--- config.mk ---
export PLATFORM = sky130hd
export DESIGN_NAME = array_list_engine
export DESIGN_NICKNAME = d
export VERILOG_FILES = /design/src/rtl/ale_pkg.sv /design/src/rtl/ale_ctrl.sv /design/src/rtl/ale_datapath.sv /design/src/rtl/array_list_engine.sv
export SDC_FILE = /design/constraint.sdc
export NUM_CORES = 1
export LEC_CHECK = 0
export ABC_AREA = 1
export BUFFER_PORTS_ARGS = -buffer_cell sky130_fd_sc_hd__buf_4
export CAP_MARGIN = 15
export CELL_PAD_IN_SITES_DETAIL_PLACEMENT = 0
export CELL_PAD_IN_SITES_GLOBAL_PLACEMENT = 1
export CORE_MARGIN = 10
export CORE_UTILIZATION = 35
export DETAILED_ROUTE_END_ITERATION = 8
export PLACE_DENSITY_LB_ADDON = 0.2
export SLEW_MARGIN = 5
export SYNTH_ARGS = -nofsm -noshare
export SYNTH_HDL_FRONTEND = slang
export SYNTH_SLANG_ARGS = --single-unit
--- constraint.sdc ---
create_clock -name clk -period 5.8 [get_ports clk]
set_input_delay 1.16 -clock clk [delete_from_list [all_inputs] [get_ports clk]]
set_output_delay 1.16 -clock clk [all_outputs]
set_load 0.03 [all_outputs]
--- src/rtl/ale_pkg.sv ---
`timescale 1ns / 1ps
// Shared types and constants for the array list engine.
// Depends on nothing; imported by the controller, the datapath and the top level.
package ale_pkg;

    localparam int CMD_W   = 3;
    localparam int VALUE_W = 32;
    localparam int POS_W   = 5;
    localparam int COUNT_W = 5;
    localparam int CAP_W   = 5;
    localparam int PADDR_W = 3;
    localparam int PDATA_W = 32;

    // capacity_in_use sits at byte address 0; paddr[2] selects the word
    localparam logic CAP_WORD = 1'b0;
    localparam logic [CAP_W-1:0] CAP_RESET = 5'd16;

    typedef enum logic [CMD_W-1:0] {
        CMD_APPEND   = 3'd0,
        CMD_INSERT   = 3'd1,
        CMD_REM_LAST = 3'd2,
        CMD_REM_AT   = 3'd3,
        CMD_GET      = 3'd4,
        CMD_FIND     = 3'd5,
        CMD_CLEAR    = 3'd6
    } cmd_t;

    typedef enum logic [2:0] {
        ST_IDLE,
        ST_DECODE,
        ST_INS_SHIFT,
        ST_REM_SHIFT,
        ST_GET_WAIT,
        ST_FIND,
        ST_FINISH
    } state_t;

    // one datapath operation per cycle, issued by the controller
    typedef enum logic [3:0] {
        DP_NOP,
        DP_LOAD,
        DP_APPEND,
        DP_INS_PRIME,
        DP_INS_STEP,
        DP_INS_PUT,
        DP_CNT_DEC,
        DP_REM_PRIME,
        DP_REM_STEP,
        DP_GET_RD,
        DP_GET_TAKE,
        DP_FIND_PRIME,
        DP_FIND_STEP,
        DP_CLEAR,
        DP_OUT_LOAD
    } dp_op_t;

    typedef struct packed {
        cmd_t cmd;
        logic can_add;            // count below effective capacity
        logic pos_le_count;
        logic pos_eq_count;
        logic pos_lt_count;
        logic pos_next_lt_count;  // pos + 1 < count
        logic count_zero;
        logic idx_eq_pos;
        logic idx1_lt_count;      // idx + 1 < count
        logic idx2_lt_count;      // idx + 2 < count
        logic hit;                // read word equals search value
        logic out_free;           // output register can take a new result
    } dp_status_t;

endpackage

--- src/rtl/ale_ctrl.sv ---
`timescale 1ns / 1ps
// Controller state machine of the array list engine.
// Depends on ale_pkg; drives one datapath operation per cycle from datapath status.
module ale_ctrl
    import ale_pkg::*;
(
    input  logic       clk,
    input  logic       rst_n,
    input  logic       in_valid,
    output logic       in_stall,
    input  dp_status_t status,
    output dp_op_t     op
);

    state_t state_reg;
    state_t state_next;

    always_ff @(posedge clk or negedge rst_n)
    begin
        if (!rst_n)
        begin
            state_reg <= ST_IDLE;
        end
        else
        begin
            state_reg <= state_next;
        end
    end

    // next state
    always_comb
    begin
        state_next = state_reg;
        unique case (state_reg)
            ST_IDLE:
            begin
                if (in_valid)
                begin
                    state_next = ST_DECODE;
                end
            end
            ST_DECODE:
            begin
                state_next = ST_FINISH;
                unique case (status.cmd)
                    CMD_INSERT:
                    begin
                        if (status.can_add && status.pos_le_count && !status.pos_eq_count)
                        begin
                            state_next = ST_INS_SHIFT;
                        end
                    end
                    CMD_REM_AT:
                    begin
                        if (status.pos_lt_count && status.pos_next_lt_count)
                        begin
                            state_next = ST_REM_SHIFT;
                        end
                    end
                    CMD_GET:
                    begin
                        if (status.pos_lt_count)
                        begin
                            state_next = ST_GET_WAIT;
                        end
                    end
                    CMD_FIND:
                    begin
                        if (!status.count_zero)
                        begin
                            state_next = ST_FIND;
                        end
                    end
                    default:
                    begin
                        state_next = ST_FINISH;
                    end
                endcase
            end
            ST_INS_SHIFT:
            begin
                if (status.idx_eq_pos)
                begin
                    state_next = ST_FINISH;
                end
            end
            ST_REM_SHIFT:
            begin
                if (!status.idx2_lt_count)
                begin
                    state_next = ST_FINISH;
                end
            end
            ST_GET_WAIT:
            begin
                state_next = ST_FINISH;
            end
            ST_FIND:
            begin
                if (status.hit || !status.idx1_lt_count)
                begin
                    state_next = ST_FINISH;
                end
            end
            ST_FINISH:
            begin
                if (status.out_free)
                begin
                    state_next = ST_IDLE;
                end
            end
            default:
            begin
                state_next = ST_IDLE;
            end
        endcase
    end

    // outputs
    always_comb
    begin
        op       = DP_NOP;
        in_stall = (state_reg != ST_IDLE);
        unique case (state_reg)
            ST_IDLE:
            begin
                if (in_valid)
                begin
                    op = DP_LOAD;
                end
            end
            ST_DECODE:
            begin
                unique case (status.cmd)
                    CMD_APPEND:
                    begin
                        if (status.can_add)
                        begin
                            op = DP_APPEND;
                        end
                    end
                    CMD_INSERT:
                    begin
                        if (status.can_add && status.pos_le_count)
                        begin
                            // insert at the end is a plain append
                            op = status.pos_eq_count ? DP_APPEND : DP_INS_PRIME;
                        end
                    end
                    CMD_REM_LAST:
                    begin
                        if (!status.count_zero)
                        begin
                            op = DP_CNT_DEC;
                        end
                    end
                    CMD_REM_AT:
                    begin
                        if (status.pos_lt_count)
                        begin
                            op = status.pos_next_lt_count ? DP_REM_PRIME : DP_CNT_DEC;
                        end
                    end
                    CMD_GET:
                    begin
                        if (status.pos_lt_count)
                        begin
                            op = DP_GET_RD;
                        end
                    end
                    CMD_FIND:
                    begin
                        if (!status.count_zero)
                        begin
                            op = DP_FIND_PRIME;
                        end
                    end
                    CMD_CLEAR:
                    begin
                        op = DP_CLEAR;
                    end
                    default:
                    begin
                        op = DP_NOP;
                    end
                endcase
            end
            ST_INS_SHIFT:
            begin
                op = status.idx_eq_pos ? DP_INS_PUT : DP_INS_STEP;
            end
            ST_REM_SHIFT:
            begin
                op = DP_REM_STEP;
            end
            ST_GET_WAIT:
            begin
                op = DP_GET_TAKE;
            end
            ST_FIND:
            begin
                op = DP_FIND_STEP;
            end
            ST_FINISH:
            begin
                if (status.out_free)
                begin
                    op = DP_OUT_LOAD;
                end
            end
            default:
            begin
                op = DP_NOP;
            end
        endcase
    end

endmodule

--- src/rtl/ale_datapath.sv ---
`timescale 1ns / 1ps
// Datapath of the array list engine: entry memory, count, walk index and output register.
// Depends on ale_pkg; executes the operation the controller issues each cycle.
module ale_datapath
    import ale_pkg::*;
#(
    parameter int DEPTH = 16
)
(
    input  logic                      clk,
    input  logic                      rst_n,
    input  dp_op_t                    op,
    output dp_status_t                status,
    input  logic [CAP_W-1:0]          cap,
    input  logic [CMD_W-1:0]          cmd,
    input  logic signed [VALUE_W-1:0] value,
    input  logic [POS_W-1:0]          position,
    output logic                      out_valid,
    input  logic                      out_stall,
    output logic                      ok,
    output logic signed [VALUE_W-1:0] result_value,
    output logic [COUNT_W-1:0]        count,
    output logic                      is_empty,
    output logic                      is_full
);

    localparam int AW  = $clog2(DEPTH);
    localparam int NW  = $clog2(DEPTH + 1);
    localparam int CW  = (NW > POS_W) ? NW : POS_W;

    logic [VALUE_W-1:0] mem [DEPTH];
    logic [VALUE_W-1:0] rdata_reg;
    logic               mem_we;
    logic               mem_re;
    logic [AW-1:0]      mem_wa;
    logic [AW-1:0]      mem_ra;
    logic [VALUE_W-1:0] mem_wd;

    cmd_t               cmd_reg;
    logic [VALUE_W-1:0] value_reg;
    logic [CW-1:0]      pos_reg;
    logic [CW-1:0]      count_reg;
    logic [CW-1:0]      count_next;
    logic [CW-1:0]      idx_reg;
    logic [CW-1:0]      idx_next;
    logic               ok_reg;
    logic               ok_next;
    logic [VALUE_W-1:0] res_reg;
    logic [VALUE_W-1:0] res_next;

    logic               out_valid_reg;
    logic               out_valid_next;
    logic               out_ok_reg;
    logic [VALUE_W-1:0] out_res_reg;
    logic [COUNT_W-1:0] out_count_reg;
    logic               out_empty_reg;
    logic               out_full_reg;

    logic [CW-1:0]      cap_ext;
    logic [CW-1:0]      eff_cap;
    logic [CW:0]        pos_p1;
    logic [CW:0]        idx_p1;
    logic [CW:0]        idx_p2;
    logic [CW-1:0]      cnt_m1;
    logic [CW-1:0]      idx_m2;

    // clamp the capacity register to 1..DEPTH
    always_comb
    begin
        cap_ext = CW'(cap);
        priority if (cap_ext == '0)
        begin
            eff_cap = CW'(1);
        end
        else if (cap_ext > CW'(DEPTH))
        begin
            eff_cap = CW'(DEPTH);
        end
        else
        begin
            eff_cap = cap_ext;
        end
    end

    assign pos_p1 = {1'b0, pos_reg} + (CW+1)'(1);
    assign idx_p1 = {1'b0, idx_reg} + (CW+1)'(1);
    assign idx_p2 = {1'b0, idx_reg} + (CW+1)'(2);
    assign cnt_m1 = count_reg - CW'(1);
    assign idx_m2 = idx_reg - CW'(2);

    always_comb
    begin
        status.cmd               = cmd_reg;
        status.can_add           = (count_reg < eff_cap);
        status.pos_le_count      = (pos_reg <= count_reg);
        status.pos_eq_count      = (pos_reg == count_reg);
        status.pos_lt_count      = (pos_reg < count_reg);
        status.pos_next_lt_count = (pos_p1 < {1'b0, count_reg});
        status.count_zero        = (count_reg == '0);
        status.idx_eq_pos        = (idx_reg == pos_reg);
        status.idx1_lt_count     = (idx_p1 < {1'b0, count_reg});
        status.idx2_lt_count     = (idx_p2 < {1'b0, count_reg});
        status.hit               = (rdata_reg == value_reg);
        status.out_free          = !out_valid_reg || !out_stall;
    end

    always_comb
    begin
        count_next = count_reg;
        idx_next   = idx_reg;
        ok_next    = ok_reg;
        res_next   = res_reg;
        mem_we     = 1'b0;
        mem_wa     = idx_reg[AW-1:0];
        mem_wd     = rdata_reg;
        mem_re     = 1'b0;
        mem_ra     = '0;
        unique case (op)
            DP_NOP, DP_OUT_LOAD:
            begin
                count_next = count_reg;
            end
            DP_LOAD:
            begin
                ok_next  = 1'b0;
                res_next = '0;
            end
            DP_APPEND:
            begin
                mem_we     = 1'b1;
                mem_wa     = count_reg[AW-1:0];
                mem_wd     = value_reg;
                count_next = count_reg + CW'(1);
                ok_next    = 1'b1;
            end
            DP_INS_PRIME:
            begin
                mem_re   = 1'b1;
                mem_ra   = cnt_m1[AW-1:0];
                idx_next = count_reg;
            end
            DP_INS_STEP:
            begin
                // move entry idx-1 up to idx, fetch the next one down
                mem_we   = 1'b1;
                mem_wa   = idx_reg[AW-1:0];
                mem_wd   = rdata_reg;
                mem_re   = (idx_reg > pos_p1[CW-1:0]);
                mem_ra   = idx_m2[AW-1:0];
                idx_next = idx_reg - CW'(1);
            end
            DP_INS_PUT:
            begin
                mem_we     = 1'b1;
                mem_wa     = idx_reg[AW-1:0];
                mem_wd     = value_reg;
                count_next = count_reg + CW'(1);
                ok_next    = 1'b1;
            end
            DP_CNT_DEC:
            begin
                count_next = cnt_m1;
                ok_next    = 1'b1;
            end
            DP_REM_PRIME:
            begin
                mem_re   = 1'b1;
                mem_ra   = pos_p1[AW-1:0];
                idx_next = pos_reg;
            end
            DP_REM_STEP:
            begin
                // move entry idx+1 down to idx
                mem_we = 1'b1;
                mem_wa = idx_reg[AW-1:0];
                mem_wd = rdata_reg;
                if (status.idx2_lt_count)
                begin
                    mem_re   = 1'b1;
                    mem_ra   = idx_p2[AW-1:0];
                    idx_next = idx_p1[CW-1:0];
                end
                else
                begin
                    count_next = cnt_m1;
                    ok_next    = 1'b1;
                end
            end
            DP_GET_RD:
            begin
                mem_re = 1'b1;
                mem_ra = pos_reg[AW-1:0];
            end
            DP_GET_TAKE:
            begin
                res_next = rdata_reg;
                ok_next  = 1'b1;
            end
            DP_FIND_PRIME:
            begin
                mem_re   = 1'b1;
                mem_ra   = '0;
                idx_next = '0;
            end
            DP_FIND_STEP:
            begin
                if (status.hit)
                begin
                    res_next = VALUE_W'(idx_reg);
                    ok_next  = 1'b1;
                end
                else if (status.idx1_lt_count)
                begin
                    mem_re   = 1'b1;
                    mem_ra   = idx_p1[AW-1:0];
                    idx_next = idx_p1[CW-1:0];
                end
            end
            DP_CLEAR:
            begin
                count_next = '0;
                ok_next    = 1'b1;
            end
            default:
            begin
                count_next = count_reg;
            end
        endcase
    end

    assign out_valid_next = (op == DP_OUT_LOAD) ? 1'b1 : (out_valid_reg && out_stall);

    always_ff @(posedge clk)
    begin
        if (mem_we)
        begin
            mem[mem_wa] <= mem_wd;
        end
        if (mem_re)
        begin
            rdata_reg <= mem[mem_ra];
        end
    end

    always_ff @(posedge clk or negedge rst_n)
    begin
        if (!rst_n)
        begin
            count_reg     <= '0;
            out_valid_reg <= 1'b0;
        end
        else
        begin
            count_reg     <= count_next;
            out_valid_reg <= out_valid_next;
        end
    end

    always_ff @(posedge clk)
    begin
        idx_reg <= idx_next;
        ok_reg  <= ok_next;
        res_reg <= res_next;
        if (op == DP_LOAD)
        begin
            cmd_reg   <= cmd_t'(cmd);
            value_reg <= value;
            pos_reg   <= CW'(position);
        end
        if (op == DP_OUT_LOAD)
        begin
            out_ok_reg    <= ok_reg;
            out_res_reg   <= res_reg;
            out_count_reg <= count_reg[COUNT_W-1:0];
            out_empty_reg <= (count_reg == '0);
            out_full_reg  <= (count_reg >= eff_cap);
        end
    end

    assign out_valid    = out_valid_reg;
    assign ok           = out_ok_reg;
    assign result_value = out_res_reg;
    assign count        = out_count_reg;
    assign is_empty     = out_empty_reg;
    assign is_full      = out_full_reg;

endmodule

--- src/rtl/array_list_engine.sv ---
`timescale 1ns / 1ps
// Array list engine: one command in, one result beat out.
// Each command passes through decode and finish; get adds a read wait state, while insert
// below the count, remove at below the last entry and find walk the list one entry per
// cycle, find stopping at its first hit.
// One command at a time: the next input beat is taken once the result is in the output
// register; an output stall holds it there. Reset empties the list, capacity 16, no mem clear.
module array_list_engine
    import ale_pkg::*;
#(
    parameter int DEPTH = 16
)
(
    input  logic                      clk,
    input  logic                      rst_n,
    input  logic                      psel,
    input  logic                      penable,
    input  logic                      pwrite,
    input  logic [PADDR_W-1:0]        paddr,
    input  logic [PDATA_W-1:0]        pwdata,
    output logic [PDATA_W-1:0]        prdata,
    output logic                      pready,
    input  logic                      in_valid,
    output logic                      in_stall,
    input  logic [CMD_W-1:0]          cmd,
    input  logic signed [VALUE_W-1:0] value,
    input  logic [POS_W-1:0]          position,
    output logic                      out_valid,
    input  logic                      out_stall,
    output logic                      ok,
    output logic signed [VALUE_W-1:0] result_value,
    output logic [COUNT_W-1:0]        count,
    output logic                      is_empty,
    output logic                      is_full
);

    logic [CAP_W-1:0] cap_reg;
    logic [CAP_W-1:0] cap_next;
    logic             cfg_write;
    dp_status_t       status;
    dp_op_t           op;

    assign pready    = 1'b1;
    assign cfg_write = psel && penable && pwrite && pready;

    always_comb
    begin
        cap_next = cap_reg;
        if (cfg_write && (paddr[2] == CAP_WORD))
        begin
            cap_next = pwdata[CAP_W-1:0];
        end
    end

    always_ff @(posedge clk or negedge rst_n)
    begin
        if (!rst_n)
        begin
            cap_reg <= CAP_RESET;
        end
        else
        begin
            cap_reg <= cap_next;
        end
    end

    assign prdata = (paddr[2] == CAP_WORD) ? PDATA_W'(cap_reg) : '0;

    ale_ctrl u_ctrl (
        .clk      (clk),
        .rst_n    (rst_n),
        .in_valid (in_valid),
        .in_stall (in_stall),
        .status   (status),
        .op       (op)
    );

    ale_datapath #(
        .DEPTH (DEPTH)
    ) u_datapath (
        .clk          (clk),
        .rst_n        (rst_n),
        .op           (op),
        .status       (status),
        .cap          (cap_reg),
        .cmd          (cmd),
        .value        (value),
        .position     (position),
        .out_valid    (out_valid),
        .out_stall    (out_stall),
        .ok           (ok),
        .result_value (result_value),
        .count        (count),
        .is_empty     (is_empty),
        .is_full      (is_full)
    );

endmodule

# == After elaboration in Yosys (flattened, before gate mapping) ==
# Memory sizes are Yosys's and may differ from the RTL's. A register that Yosys moved wholly into a read port is not among the register bits.
# Index checks and enable logic that the tools add are counted.
# totals
input_bits,82
ram_bits,512
elab_cells,155
memories,1
reg_bits,132
output_inout_bits,75
# op_classes
eq_ne,39
reduce_logical,31
magnitude_cmp,9
muxes,52
addsub,7
bitwise_logic,1
# memory_table
name,words,width,rd,rd_clocked_by_memory_dff,wr,line_no,rtl
u_datapath.mem,16,32,1,1,1,ale_datapath.sv:31,logic [VALUE_W-1:0] mem [DEPTH];
# op_table
operator,n
case mux 32 bit (3 select lines),1
2-to-1 mux 32 bit,2
case mux 4 bit (7 select lines),2
2-to-1 mux 4 bit,9
2-to-1 mux 5 bit,7
== test 32 bit,1
case mux 5 bit (6 select lines),1
== test 4 bit (second input constant),7
2-to-1 mux 3 bit,8
case mux 4 bit (6 select lines),1
case mux 3 bit (7 select lines),1
case mux 5 bit (4 select lines),1
== test 3 bit (second input constant),6
< comparator 6 x 5 -> 1 bit,3
== test 4 x 3 -> 1 bit (second input constant),4
2-to-1 mux 1 bit,13
adder 5 x 1 -> 6 bit (second input constant),2
== test 3 x 2 -> 1 bit (second input constant),4
case mux 3 bit (4 select lines),1
== test 5 bit,2
zero test 5 bit,2
< comparator 5 bit,2
!= test 2 x 1 -> 1 bit (second input constant),5
!= test 2 bit (second input constant),5
other kinds (28),49

# == Logic depth before layout (Yosys ltp) ==
# Gate-level depths: netlist (run 1).
# logic_depth
depth_word,13
depth_mapped,26
depth_no_buf,24

# == By module ==
# A second synthesis (run 1) with hierarchy kept.
# hier_totals
cells_unflattened,2919
area_unflattened_um2,30915.9
# modules_own_cells
module,area_per_inst_um2,cells_each,n_inst,seq_area_each_um2
ale_datapath,29849.9,2752,1,20029.2
ale_ctrl,588.1,102,1,75.1
array_list_engine,478.0,65,1,126.4

# == Least setup slack after synthesis (run 1) ==
# OpenSTA, ideal clock, no wires.
# synth_path
path_type,input port to flip-flop
startpoint,input port out_stall
endpoint,"memory u_datapath.mem[10][0], enable pin"
path_stages,7
slack_ns,0.526
n_path_buf,0
arrival_time_ns,4.853
required_ns,5.379
setup_time_ns,0.421
cell_sequence,a21oi_2 nor2_1 nand2_2 nand3_1 o21ai_0 nand3_1 nor2_1
# synth_between
elab_chain_len,9
word_cells_on_any_way,13
cone_classes,eq/ne: 4; mux: 6; reduce/logical: 3
# synth_lines
item,line_no,rtl
start: declaration,array_list_engine.sv:29,"input logic out_stall,"
zero test 1 bit *,ale_datapath.sv:104,status.out_free = !out_valid_reg || !out_stall;
logical OR 1 bit *,ale_datapath.sv:104,
2-to-1 mux 4 bit *,ale_ctrl.sv:206,if (status.out_free)
case mux 4 bit (7 select lines) *,ale_ctrl.sv:124,unique case (state_reg)
== test 4 x 3 -> 1 bit (tied with other cells),ale_datapath.sv:118,unique case (op)
OR reduction 4 bit (no source line),n/a,
2-to-1 mux 1 bit,ale_datapath.sv:118,
2-to-1 mux 1 bit,ale_datapath.sv:235,if (mem_we)
2-to-1 mux 1 bit (implied by the code),ale_datapath.sv:237,mem[mem_wa] <= mem_wd;
end: declaration,ale_datapath.sv:31,
# Mark *: on every way between the ends. The rest lies on a longest branch, timed or not.

# == Worst setup path after layout (run 1) ==
# layout_path
startpoint,register u_datapath.idx_reg[0]
endpoint,"register u_datapath.rdata_reg[10], read port of u_datapath.mem (data pin)"
# layout_between
elab_chain_len,6
word_cells_on_any_way,25
cone_classes,add/sub: 3; order compare: 3; eq/ne: 8; mux: 10; reduce/logical: 1
# layout_lines
item,line_no,rtl
start: declaration,ale_datapath.sv:44,logic [CW-1:0] idx_reg;
start signal: assignment,ale_datapath.sv:261,idx_reg <= idx_next;
branches (longest 6 deep; another with adder 5 x 1 -> 6 bit),n/a,
end: declaration,ale_datapath.sv:32,logic [VALUE_W-1:0] rdata_reg;
# Parallel ways; which one is timed is not known.
# A chain may end at the register's enable or synchronous reset.

==> key figures, run 1 <==
Outcome
  – Status: finished, final reports clean

Synth
  – Synth area leader: edfxtp_1
  – Cell types occupying the most area after synthesis: edfxtp_1, nand3_1, nand2_1, inv_1, nand3b_1
  – Seq cells post-synth: 676
  – Synthesized area per cell: ~11 µm²
  – Post-synthesis cell count: 2884
  – Async set or reset register ratio after synthesis: approximately 2.1%
  – Most frequent cells after synthesis: edfxtp_1, nand3_1, nand2_1
  – Synth Warn #: 0
  – Mapped cell area: between 0.03 and 0.04 mm²
  – Distinct cells, synth: 42
  – Most common cell in the netlist: edfxtp_1
  – EDFF count, synth: about 660
  – Sequential-to-total area share from yosys stat: about two thirds
  – Main flop type after synthesis: edfxtp_1
  – Yosys top cell area share: between 60% and 70%

Cells and area
  – Fin nets: 3108
  – Synth-to-Final Area Change: 15.72%
  – Antenna diode count: 0
  – Max reg flops: approximately 500
  – Cell area after layout: 0.03560 mm²
  – Post-Layout Cell Count: about 4200
  – Largest Register: u_datapath.mem
  – Core Util, Final: around two fifths
  – Layout cell share with drive strength beyond 1: between 10% and 20%

Global routing
  – First-pass GRT wire length: around 130000 µm
  – Initial antenna violation count: 1
  – Largest net degree at the start of global routing: around 160
  – Vias in the first global route: between 15000 and 20000
  – Gr usage total: ~17%
  – GRT overflow: 0

Die
  – Die X: roughly 320 µm
  – Core area: ~0.087 mm²
  – Die Ht: 316.5 µm
  – Initial Util: a little over a third
  – Ports: approximately 160
  – Full die area: between 0.1 and 0.15 mm²
  – Rows: ~110

Place
  – Placed Cells: 4067
  – Placed wire-length estimate: 45870 µm
  – Port bufs: 99
  – Placed Area: 0.03318 mm²
  – Place WS: approximately 1.1 ns
  – Global placement routability congestion: about 0.8

Clocking
  – Clock Latency Late Sink: 0.62 ns
  – Worst-path clk slew: 0.07 ns
  – CTS root buf: clkbuf_16
  – TritonCTS Buffers: 76
  – CTS sink cnt: between 600 and 700
  – Post_cts resized: 0
  – CTS tree: yes
  – Post-CTS Repair Setup Buffers: 0
  – Clock Path Buffers: 3
  – Post-CTS Hold Fix Bufs: 0
  – Htree depth: 3

Route
  – WL final: between 80000 and 90000 µm
  – DRT antenna net count: 0
  – Drt via density: just under 5
  – First-pass DRT Iterations: 5
  – Iter 0 DRT Violations: approximately 1500
  – Via count: 20710
  – DR WL/cell: a little over 20 µm
  – Remaining DRCs: 0

Setup path
  – Family with the most delay on the worst path: simple AND/OR/NAND/NOR gates
  – Worst Path Max Fanout: 96
  – Startpoint Class: register
  – WP buf/inv: 2
  – CP cell instances: clkinv_1 -> ha_1 -> ha_1 -> a21o_1 -> nand4_1 -> o211a_1 -> nand2_1 -> nor2_1 -> nand2_1 -> nand2_1 -> nor2_4 -> nand2_8 -> buf_4 -> nand2_1 -> nand2_1 -> nand2_1 -> nand3_1 -> nand3_1 -> nand2_1
  – Crit path required time: ~6.2 ns
  – Critical Path Sink Type: register
  – CP max-delay cell: nand2_8
  – Worst path arrival time: approximately 5 ns
  – R2R Setup Slk: 1.17 ns
  – Crit-path max cell delay: 0.55 ns
  – Crit path kind: reg -> reg
  – Crit path top cell by count: nand2_1

STA
  – Fin. max-slew vios: 0
  – Final Hold Fails: 0
  – Fin Hold WS: around 0.39 ns
  – Worst Skew: around 0.023 ns
  – Fmax: between 200 and 250 MHz
  – Setup TNS: 0 ns
  – Max_slew headroom: approximately 30%
  – Final period util: about four fifths
  – Worst setup margin: roughly 1.2 ns
  – Final setup viols: 0
  – Min Tclk post-route: 4.630 ns
  – Worst-Margin Slew: 1.049 ns
  – Unrepaired setup endpoints after global routing: no

Power and ir drop
  – Pwr dens: between 600 and 700 mW/mm²
  – Pleak: between 10 and 15 nW
  – Overall Power: 23.81 mW
  – VDD IR max: roughly 0.00063 V

Job
  – Max-cap check violation count: 0

Hold path
  – Worst Hold Class: in -> async
==> final cells by class <==
| cell class | instances | area (µm²) |
|---|---|---|
| fillers | 8279 | 51430 |
| flip-flops and latches | 676 | 20230 |
| multi-input cells | 1594 | 8180 |
| clock buffers | 107 | 2143 |
| inverters | 469 | 1760 |
| repair buffers | 173 | 1562 |
| well taps | 1155 | 1445 |
| clock inverters | 30 | 276.5 |
==> cell families (layout without fill, tap and decap cells) <==
family | after synthesis | after routing | synth area share (%)
buffers and inverters | 640 | 779 | 8.635
and+or+nand+nor | 1386 | 1386 | 21.15
xor gates and xnor gates | 30 | 30 | 0.8541
other | 2 | 28 | 0.02441
adders and majority gates | 36 | 36 | 1.464
DFF | 676 | 676 | 65.76
AOI/OAI and AO/OA | 114 | 114 | 2.111
==> report_power, final <==
group	total [mW]	leakage [nW]	switching [mW]	internal, mW
registers	8.31	6.19	0.399	7.91
clock network	4.68	1.18	1.92	2.76
logic	10.8	7.01	7.74	3.08
total	23.8	14.4	10.1	13.7
==> worst paths after layout <==
path / endpoint / start / cells after the start
min in group clk: u_datapath.result_value[6] / u_datapath.res_reg[6] / 0
hold / removal: u_ctrl.state_reg[1] / rst_n / 1
hold reg to reg: u_datapath.result_value[6] / u_datapath.res_reg[6] / 0
setup reg to reg: u_datapath.rdata_reg[10] / u_datapath.idx_reg[0] / 19
setup / recovery: u_datapath.rdata_reg[10] / u_datapath.idx_reg[0] / 19
max in group asynchronous: cap_reg[4] / rst_n / 1
==> layout by cell type, fill, tap and decap left out, drive strengths merged, types with 16 or more instances in the layout <==
cell | synthesis | final
o21ai | 50 | 50
nor2 | 110 | 110
xor2 | 16 | 16
buf | 140 | 173
inv | 467 | 470
nand2 | 519 | 519
nand3 | 615 | 615
edfxtp | 662 | 662
clkbuf | 31 | 107
clkinv | 2 | 24
nand3b | 98 | 98
conb | 2 | 28
a21oi | 33 | 33
or2 | 17 | 17
ha | 36 | 36
==> metal layers <==
metal	vias to the layer above	GRT usage, %	wire (µm)
li1	9906	-	-
met1	10090	22.16	37890
met2	591	28.76	41710
met3	125	2.357	4815
met4	0	5.326	2075
met5	-	0	0
==> worst register-to-register path, cell delays in order, from the launching register on <==
cell      delay (ns)
edfxtp_1        0.50
clkinv_1        0.41
ha_1            0.49
ha_1            0.30
a21o_1          0.13
nand4_1         0.09
o211a_1         0.15
nand2_1         0.09
nor2_1          0.06
nand2_1         0.07
nand2_1         0.09
nor2_4          0.45
nand2_8         0.56
buf_4           0.53
nand2_1         0.11
nand2_1         0.05
nand2_1         0.05
nand3_1         0.07
nand3_1         0.10
nand2_1         0.08
(Power assumes the default switching activity.)
==> inputs of run 2 (changes only) <==
--- a/config.mk
+++ b/config.mk
@@ -5,7 +5,7 @@
 export SDC_FILE = /design/constraint.sdc
 export NUM_CORES = 1
 export LEC_CHECK = 0
-export ABC_AREA = 1
+export ABC_AREA = 0
 export BUFFER_PORTS_ARGS = -buffer_cell sky130_fd_sc_hd__buf_4
 export CAP_MARGIN = 15
 export CELL_PAD_IN_SITES_DETAIL_PLACEMENT = 0
==> constraint.sdc (replaced) <==
create_clock -name clk -period 4.5 [get_ports clk]
set_input_delay 0.9 -clock clk [delete_from_list [all_inputs] [get_ports clk]]
set_output_delay 0.9 -clock clk [all_outputs]
set_load 0.03 [all_outputs]
==> run 2 against run 1 <==
  * Clock skew decreased by 0.0037 ns
  * Critical path type unchanged
  * Register-to-register slack got worse by 1.0 ns
  * Utilization is 2.2 points higher
  * Global-route usage fell by 0.59 points
  * Clock-buffer cell count decreased by 17
  * Cell count fell by 29%
  * Sequential power increased by 17%
  * Wire length fell by 11%
  * Flip-flop and latch count did not move
  * Via count down 26%
  * Synthesized cell count is 44% lower
  * Hold slack worse by 0.26 ns
==> key figures, run 2 <==
Synth
  – Synth Warn #: 0 (unchanged)
  – Synthesized area per cell: 17.45 µm² (+64%)
  – Yosys top cell area share: 71.09% (+6.5 points)
  – Post-synthesis cell count: 1602 (-44%)
  – Seq cells post-synth: 676 (unchanged)
  – Sequential-to-total area share from yosys stat: 72.35% (+6.6 points)
  – Distinct cells, synth: 76 (+81%)
  – Most frequent cells after synthesis: edfxtp_1, mux2i_1, o22ai_1
  – EDFF count, synth: 662 (unchanged)
  – Synth area leader: edfxtp_1
  – Async set or reset register ratio after synthesis: 2.071% (unchanged)
  – Most common cell in the netlist: edfxtp_1
  – Cell types occupying the most area after synthesis: edfxtp_1, mux4_2, mux2i_1, ha_1, mux2_2
  – Main flop type after synthesis: edfxtp_1
  – Mapped cell area: 0.02796 mm² (-9.1%)

Power and ir drop
  – Pleak: 11.97 nW (-17%)
  – VDD IR max: 0.0005684 V (-10%)
  – Pwr dens: 785.9 mW/mm² (+18%)

Cells and area
  – Leading cell type in the layout, fill and taps excluded: edfxtp_1
  – Most frequent cells in the layout: edfxtp_1, buf_4, mux2i_1, clkbuf_16, o22ai_1
  – Max reg flops: 512 (unchanged)
  – Synth-to-Final Area Change: 22.09%
  – Fin nets: 1978 (-36%)
  – Core Util, Final: 43.14% (+2.2 points)
  – Antenna diode count: 0 (unchanged)
  – Layout cell share with drive strength beyond 1: 27.43% (+16 points)
  – Largest Register: u_datapath.mem

Route
  – WL final: 76550 µm (-11%)
  – WL met1: 33500 µm (-12%)
  – Routed met3 length: 5414 µm (+12%)
  – DR WL/cell: 25.83 µm (+26%)
  – Met2 WL: 36050 µm (-14%)
  – Iter 0 DRT Violations: 1314 (-10%)
  – Drt via density: 5.204 (+5.6%)
  – Remaining DRCs: 0 (unchanged)
  – Top Metal Used: met4
  – First-pass DRT Iterations: 7 (+2)
  – Via count: 15430 (-26%)
  – DRT antenna net count: 0 (unchanged)

STA
  – Worst-Margin Slew: 1.034 ns (-0.01584 ns)
  – Fmax: 230.8 MHz (+6.9%)
  – Worst setup margin: 0.1677 ns (-1.002 ns)
  – Final Hold Fails: 0 (unchanged)
  – Max_slew headroom: 29.12% (-0.92 points)
  – Min Tclk post-route: 4.332 ns (-0.2977 ns)
  – Final period util: 96.27% (+16 points)
  – Worst Skew: 0.01959 ns (-0.003701 ns)
  – Fin. max-slew vios: 0 (unchanged)
  – Unrepaired setup endpoints after global routing: yes
  – Final setup viols: 0 (unchanged)

Setup path
  – Crit path kind: reg -> reg
  – Worst Path Max Fanout: 12 (-88%)
  – Startpoint Class: register
  – WP buf/inv: 4 (+2)
  – Critical Path Sink Type: register
  – Crit path required time: 4.86 ns (-1.29 ns)
  – Reg-to-reg endpoint: u_datapath.rdata_reg[8]
  – Family with the most delay on the worst path: compound AO/OA/AOI/OAI gates
  – CP cell instances: ha_4 -> nand4_1 -> buf_4 -> o21a_1 -> a2111oi_4 -> a221oi_2 -> buf_4 -> nand4_1 -> a31oi_4 -> nor2_4 -> buf_12 -> buf_16 -> mux4_2 -> a22o_1 -> or3_1
  – Worst path arrival time: 4.70 ns (-0.28 ns)
  – CP max-delay cell: mux4_2
  – Worst R2R Path Depth: 15 (-4)
  – R2R Setup Slk: 0.17 ns (-1.00 ns)
  – Reg2reg start: u_datapath.pos_reg[2]
  – Crit-path max cell delay: 0.51 ns (-0.04 ns)

Hold path
  – Worst Hold Class: in -> async

Clocking
  – CTS root buf: clkbuf_16
  – Post-CTS Hold Fix Bufs: 0 (unchanged)
  – Clock Path Buffers: 3 (unchanged)
  – TritonCTS Buffers: 74 (-2.6%)
  – Htree depth: 3 (unchanged)
  – Worst-path clk slew: 0.06 ns (about the same)
  – Clock Latency Late Sink: 0.63 ns (about the same)
  – CTS sink cnt: 676 (unchanged)
  – CTS tree: yes

Place
  – Port bufs: 99 (unchanged)
  – Placed wire-length estimate: 48680 µm (+6.1%)
  – Global placement routability congestion: 0.8611 (+5.2%)
  – Place WS: -0.09833 ns (-1.228 ns)

Global routing
  – Largest net degree at the start of global routing: 41 (-74%)
  – Initial antenna violation count: 3 (+2)
  – Vias in the first global route: 15340 (-23%)
  – First-pass GRT wire length: 107800 µm (-15%)
  – Gr usage total: 16.34% (-0.59 points)
  – GRT overflow: 0 (unchanged)

Die
  – Full die area: 0.09160 mm² (-8.5%)
  – Die X: 302.7 µm (-4.4%)
  – Initial Util: 35.34% (about the same)
  – Die Ht: 302.7 µm (-4.4%)
  – Core area: 0.07913 mm² (-9.1%)
  – Ports: 157 (unchanged)
  – Rows: 103 (-4.6%)

Outcome
  – Status: finished, final reports clean

Job
  – Max-cap check violation count: 0 (unchanged)
==> run 2: cell count changes after synthesis, moves of 31 or more <==
cell / change
a22o_1: +34
and2_1: +31
buf_2: -78
inv_1: -431
mux2_2: +39
mux2i_1: +133
mux4_2: +64
nand2_1: -479
nand3_1: -592
nand3b_1: -92
nor2_1: -63
o22ai_1: +52
or3_1: +40
==> run 2: kinds of logic after synthesis <==
group,share of synthesized area [%]
AND/OR/NAND/NOR,4.824
adder cells (fa/ha/maj),1.611
multiplexers,11.49
flip-flops,72.35
other,0.02686
XOR/XNOR,1.597
buffers and inverters,2.506
AO/OA/AOI/OAI,5.598
==> run 2: repair_timing <==
| action | CTS | global route |
|---|---|---|
| setup buffers | 0 | 21 |
| endpoints found under the setup margin | 31 | 430 |
| gates cloned | 0 | 2 |
| pin swaps | 0 | 9 |
| resized for setup | 6 | 23 |
| hold endpoints to repair | 0 | 0 |
==> run 2: power by group <==
group          leakage [nW]  internal [mW]  total [mW]  switching (mW)
logic                  4.62           4.73        11.2            6.42
clock network          1.15           3.46        5.94            2.48
registers              6.21           9.13        9.74           0.607
==> run 2: how the worst max path moves through the flow <==
stage                                 start                       end  slack (ns)  cells after the start
floorplan                          in_valid      u_datapath.mem[0][0]       -0.50                     12
global placement                 cap_reg[4]  u_datapath.rdata_reg[18]       -0.11                     17
detailed placement               cap_reg[4]  u_datapath.rdata_reg[18]        -0.1                     15
CTS                 u_datapath.count_reg[2]  u_datapath.rdata_reg[18]        0.05                     15
global route          u_datapath.pos_reg[1]   u_datapath.rdata_reg[3]       -0.02                     15
finish                u_datapath.pos_reg[2]   u_datapath.rdata_reg[8]        0.17                     15
==> run 2: metrics by stage <==
stage | setup TNS [ns] | cells | hold WS [ns] | area [µm²] | power, mW
detailed placement | -1.030 | 2811 | 0.4054 | 31350 | 20.68
CTS | 0 | 2941 | 0.1104 | 33770 | 26.71
floorplan | -108.33 | 1628 | 0.4003 | 28090 | 16.20
global route | -0.1160 | 2964 | 0.1299 | 34140 | 28.17
global placement | -1.081 | 2811 | 0.4003 | 31350 | 20.53
finish | 0 | 2964 | 0.1366 | 34140 | 26.83
==> run 2: per-layer routing <==
layer,vias to the layer above,global-route usage (%)
li1,6885,-
met1,7939,21.96
met2,500,26.27
met3,101,3.734
met4,0,4.728
met5,-,0
==> run 2: layout make-up <==
type | instances | area [µm²]
timing repair buffer | 266 | 2646
inverter | 27 | 101.3
clock buffer | 90 | 1954
fill | 7023 | 44990
tap | 1050 | 1314
clock inverter | 40 | 426.7
multi-input combinational | 815 | 7466
sequential | 676 | 20230
==> inputs of run 3 (changes only) <==
--- a/config.mk
+++ b/config.mk
@@ -5,7 +5,7 @@
 export SDC_FILE = /design/constraint.sdc
 export NUM_CORES = 1
 export LEC_CHECK = 0
-export ABC_AREA = 0
+export ABC_AREA = 1
 export BUFFER_PORTS_ARGS = -buffer_cell sky130_fd_sc_hd__buf_4
 export CAP_MARGIN = 15
 export CELL_PAD_IN_SITES_DETAIL_PLACEMENT = 0
==> run 3 against run 2 <==
  * Cell area grew 5.8%
  * Non-clock buffer count shrank 54
  * Global-route usage grew 0.72 points
  * Worst setup slack gained 0.11 ns
  * First-iteration DRC count grew 27%
  * Critical endpoint is now u_datapath.rdata_reg[25]
  * Largest power group unchanged
==> key figures, run 3 (synthesized netlist as in run 1, its figures left out) <==
Setup path
  – Crit path kind: reg -> reg
  – Crit path top cell by count: nand2_1
  – CP cell instances: ha_1 -> nand2_1 -> inv_1 -> nor2_1 -> o21ai_1 -> inv_1 -> ha_1 -> a21oi_1 -> o211a_1 -> nand2_1 -> nor2_1 -> nand2_1 -> nand2_1 -> nor2_4 -> nand2_8 -> buf_16 -> nand2_1 -> nand2_1 -> nand2_1 -> nand3_1 -> nand3_1 -> nand2_1
  – Critical Path Sink Type: register
  – WP buf/inv: 3 (-1)
  – Crit path required time: 4.87 ns (about the same)
  – Startpoint Class: register
  – Family with the most delay on the worst path: simple AND/OR/NAND/NOR gates
  – Crit-path max cell delay: 0.70 ns (+0.19 ns)
  – Worst Path Max Fanout: 150 (+138)
  – CP max-delay cell: edfxtp_1
  – Worst path arrival time: 4.59 ns (-0.11 ns)

Clocking
  – CTS sink cnt: 676 (unchanged)
  – Post-CTS Hold Fix Bufs: 0 (unchanged)
  – Clock Latency Late Sink: 0.63 ns (about the same)
  – Clock Path Buffers: 3 (unchanged)
  – TritonCTS Buffers: 77 (+4.1%)
  – Post_cts resized: 0 (-6)
  – Worst-path clk slew: 0.06 ns (about the same)
  – Post-CTS Repair Setup Buffers: 0 (unchanged)
  – CTS tree: yes
  – CTS root buf: clkbuf_16
  – Htree depth: 3 (unchanged)

STA
  – Worst Skew: 0.01769 ns (-0.001903 ns)
  – Fin. max-slew vios: 0 (unchanged)
  – Fin Hold WS: 0.1284 ns (-0.008159 ns)
  – Final Hold Fails: 0 (unchanged)
  – Max_slew headroom: 40.42% (+11 points)
  – Min Tclk post-route: 4.220 ns (-0.1127 ns)
  – Worst-Margin Slew: 0.8934 ns (-0.1402 ns)
  – Final setup viols: 0 (unchanged)
  – Unrepaired setup endpoints after global routing: no
  – Final period util: 93.77% (-2.5 points)
  – Fmax: 237.0 MHz (+2.7%)

Route
  – DR WL/cell: 20.50 µm (-21%)
  – First-pass DRT Iterations: 5 (-2)
  – Via count: 20970 (+36%)
  – Iter 0 DRT Violations: 1672 (+27%)
  – DRT antenna net count: 0 (unchanged)
  – Remaining DRCs: 0 (unchanged)
  – Drt via density: 4.932 (-5.2%)
  – WL final: 87130 µm (+14%)

Cells and area
  – Fin nets: 3148 (+59%)
  – Synth-to-Final Area Change: 17.41%
  – Layout cell share with drive strength beyond 1: 12.73% (-15 points)
  – Fillers: 8245 (+17%)
  – Most frequent cells in the layout: edfxtp_1, nand3_1, nand2_1, inv_1, buf_4
  – Core Util, Final: 41.51% (-1.6 points)
  – Leading cell type in the layout, fill and taps excluded: edfxtp_1
  – Largest Register: u_datapath.mem
  – Max reg flops: 512 (unchanged)

Global routing
  – Largest net degree at the start of global routing: 151 (+270%)
  – First-pass GRT wire length: 128900 µm (+20%)
  – Vias in the first global route: 20050 (+31%)
  – Gr usage total: 17.07% (+0.72 points)
  – Initial antenna violation count: 0 (-3)
  – GRT overflow: 0 (unchanged)

Place
  – Global placement routability congestion: 0.8365 (-2.9%)
  – Port bufs: 99 (unchanged)
  – Placed wire-length estimate: 49970 µm (+2.7%)

Die
  – Ports: 157 (unchanged)
  – Full die area: 0.1002 mm² (+9.3%)
  – Core area: 0.08702 mm² (+10%)
  – Initial Util: 35.35% (about the same)
  – Die Ht: 316.5 µm (+4.6%)
  – Die X: 316.5 µm (+4.6%)
  – Rows: 108 (+4.9%)

Hold path
  – Worst Hold Class: in -> async

Power and ir drop
  – VDD IR max: 0.001035 V (+82%)
  – Pleak: 14.66 nW (+22%)
  – Pwr dens: 865.5 mW/mm² (+10%)

Outcome
  – Status: finished, final reports clean

Job
  – Max-cap check violation count: 0 (unchanged)
## run 3: changes by cell type in the layout (fill, tap and decap cells not counted), moves of 64 or more
cell	change
inv_1	+432
mux2i_1	-133
mux4_2	-64
nand2_1	+479
nand3_1	+590
nand3b_1	+92
nor2_1	+64
## run 3: layout make-up
class / count / area [µm²] / area share [%]
timing repair buffer: 212 / 2037 / 5.639
inverter: 469 / 1760 / 4.874
multi-input combinational: 1594 / 8192 / 22.68
clock inverter: 49 / 437.9 / 1.212
clock buffer: 94 / 2012 / 5.570
tap: 1155 / 1445 / 4.001
sequential: 676 / 20230 / 56.01
antenna: 2 / 5.005 / 0.01386
## run 3: routing by layer
metal / vias to the layer above / global-route usage [%] / share of wire [%]
li1: 9988 / - / -
met1: 10230 / 22.82 / 45
met2: 609 / 28.19 / 47
met3: 135 / 2.754 / 5.6
met4: 0 / 5.305 / 2.5
met5: - / 0 / 0
## run 3: per-stage QoR
stage          setup TNS, ns  std cells  cell area, µm²  setup WS, ns  total power [mW]
6_report                   0       4251           36120        0.2804             31.26
5_1_grt                    0       4249           36110       0.02860             33.34
4_1_cts                    0       4249           36090        0.1377             31.56
3_5_place_dp               0       4106           33640        0.1529             25.38
3_3_place_gp               0       4106           33640        0.1128             25.15
2_1_floorplan        -227.42       2910           30870       -0.5141             19.71
## run 3: path summary, 6_finish.rpt
path | endpoint | start | slack [ns] | cells past startpoint
max | u_datapath.rdata_reg[25] | u_datapath.idx_reg[1] | 0.28 | 22
min | u_datapath.count_reg[1] | rst_n | 0.13 | 1
max reg2reg | u_datapath.rdata_reg[25] | u_datapath.idx_reg[1] | 0.28 | 22
min reg2reg | u_datapath.result_value[22] | u_datapath.res_reg[22] | 0.42 | 0
max in group asynchronous | cap_reg[4] | rst_n | 4.12 | 1
min in group clk | u_datapath.result_value[22] | u_datapath.res_reg[22] | 0.42 | 0
## run 3: power by group
part           internal (mW)  switching, mW
Clock                   3.50           2.56
Combinational           4.30           10.2
Sequential              10.2          0.475
Total                   18.0           13.3
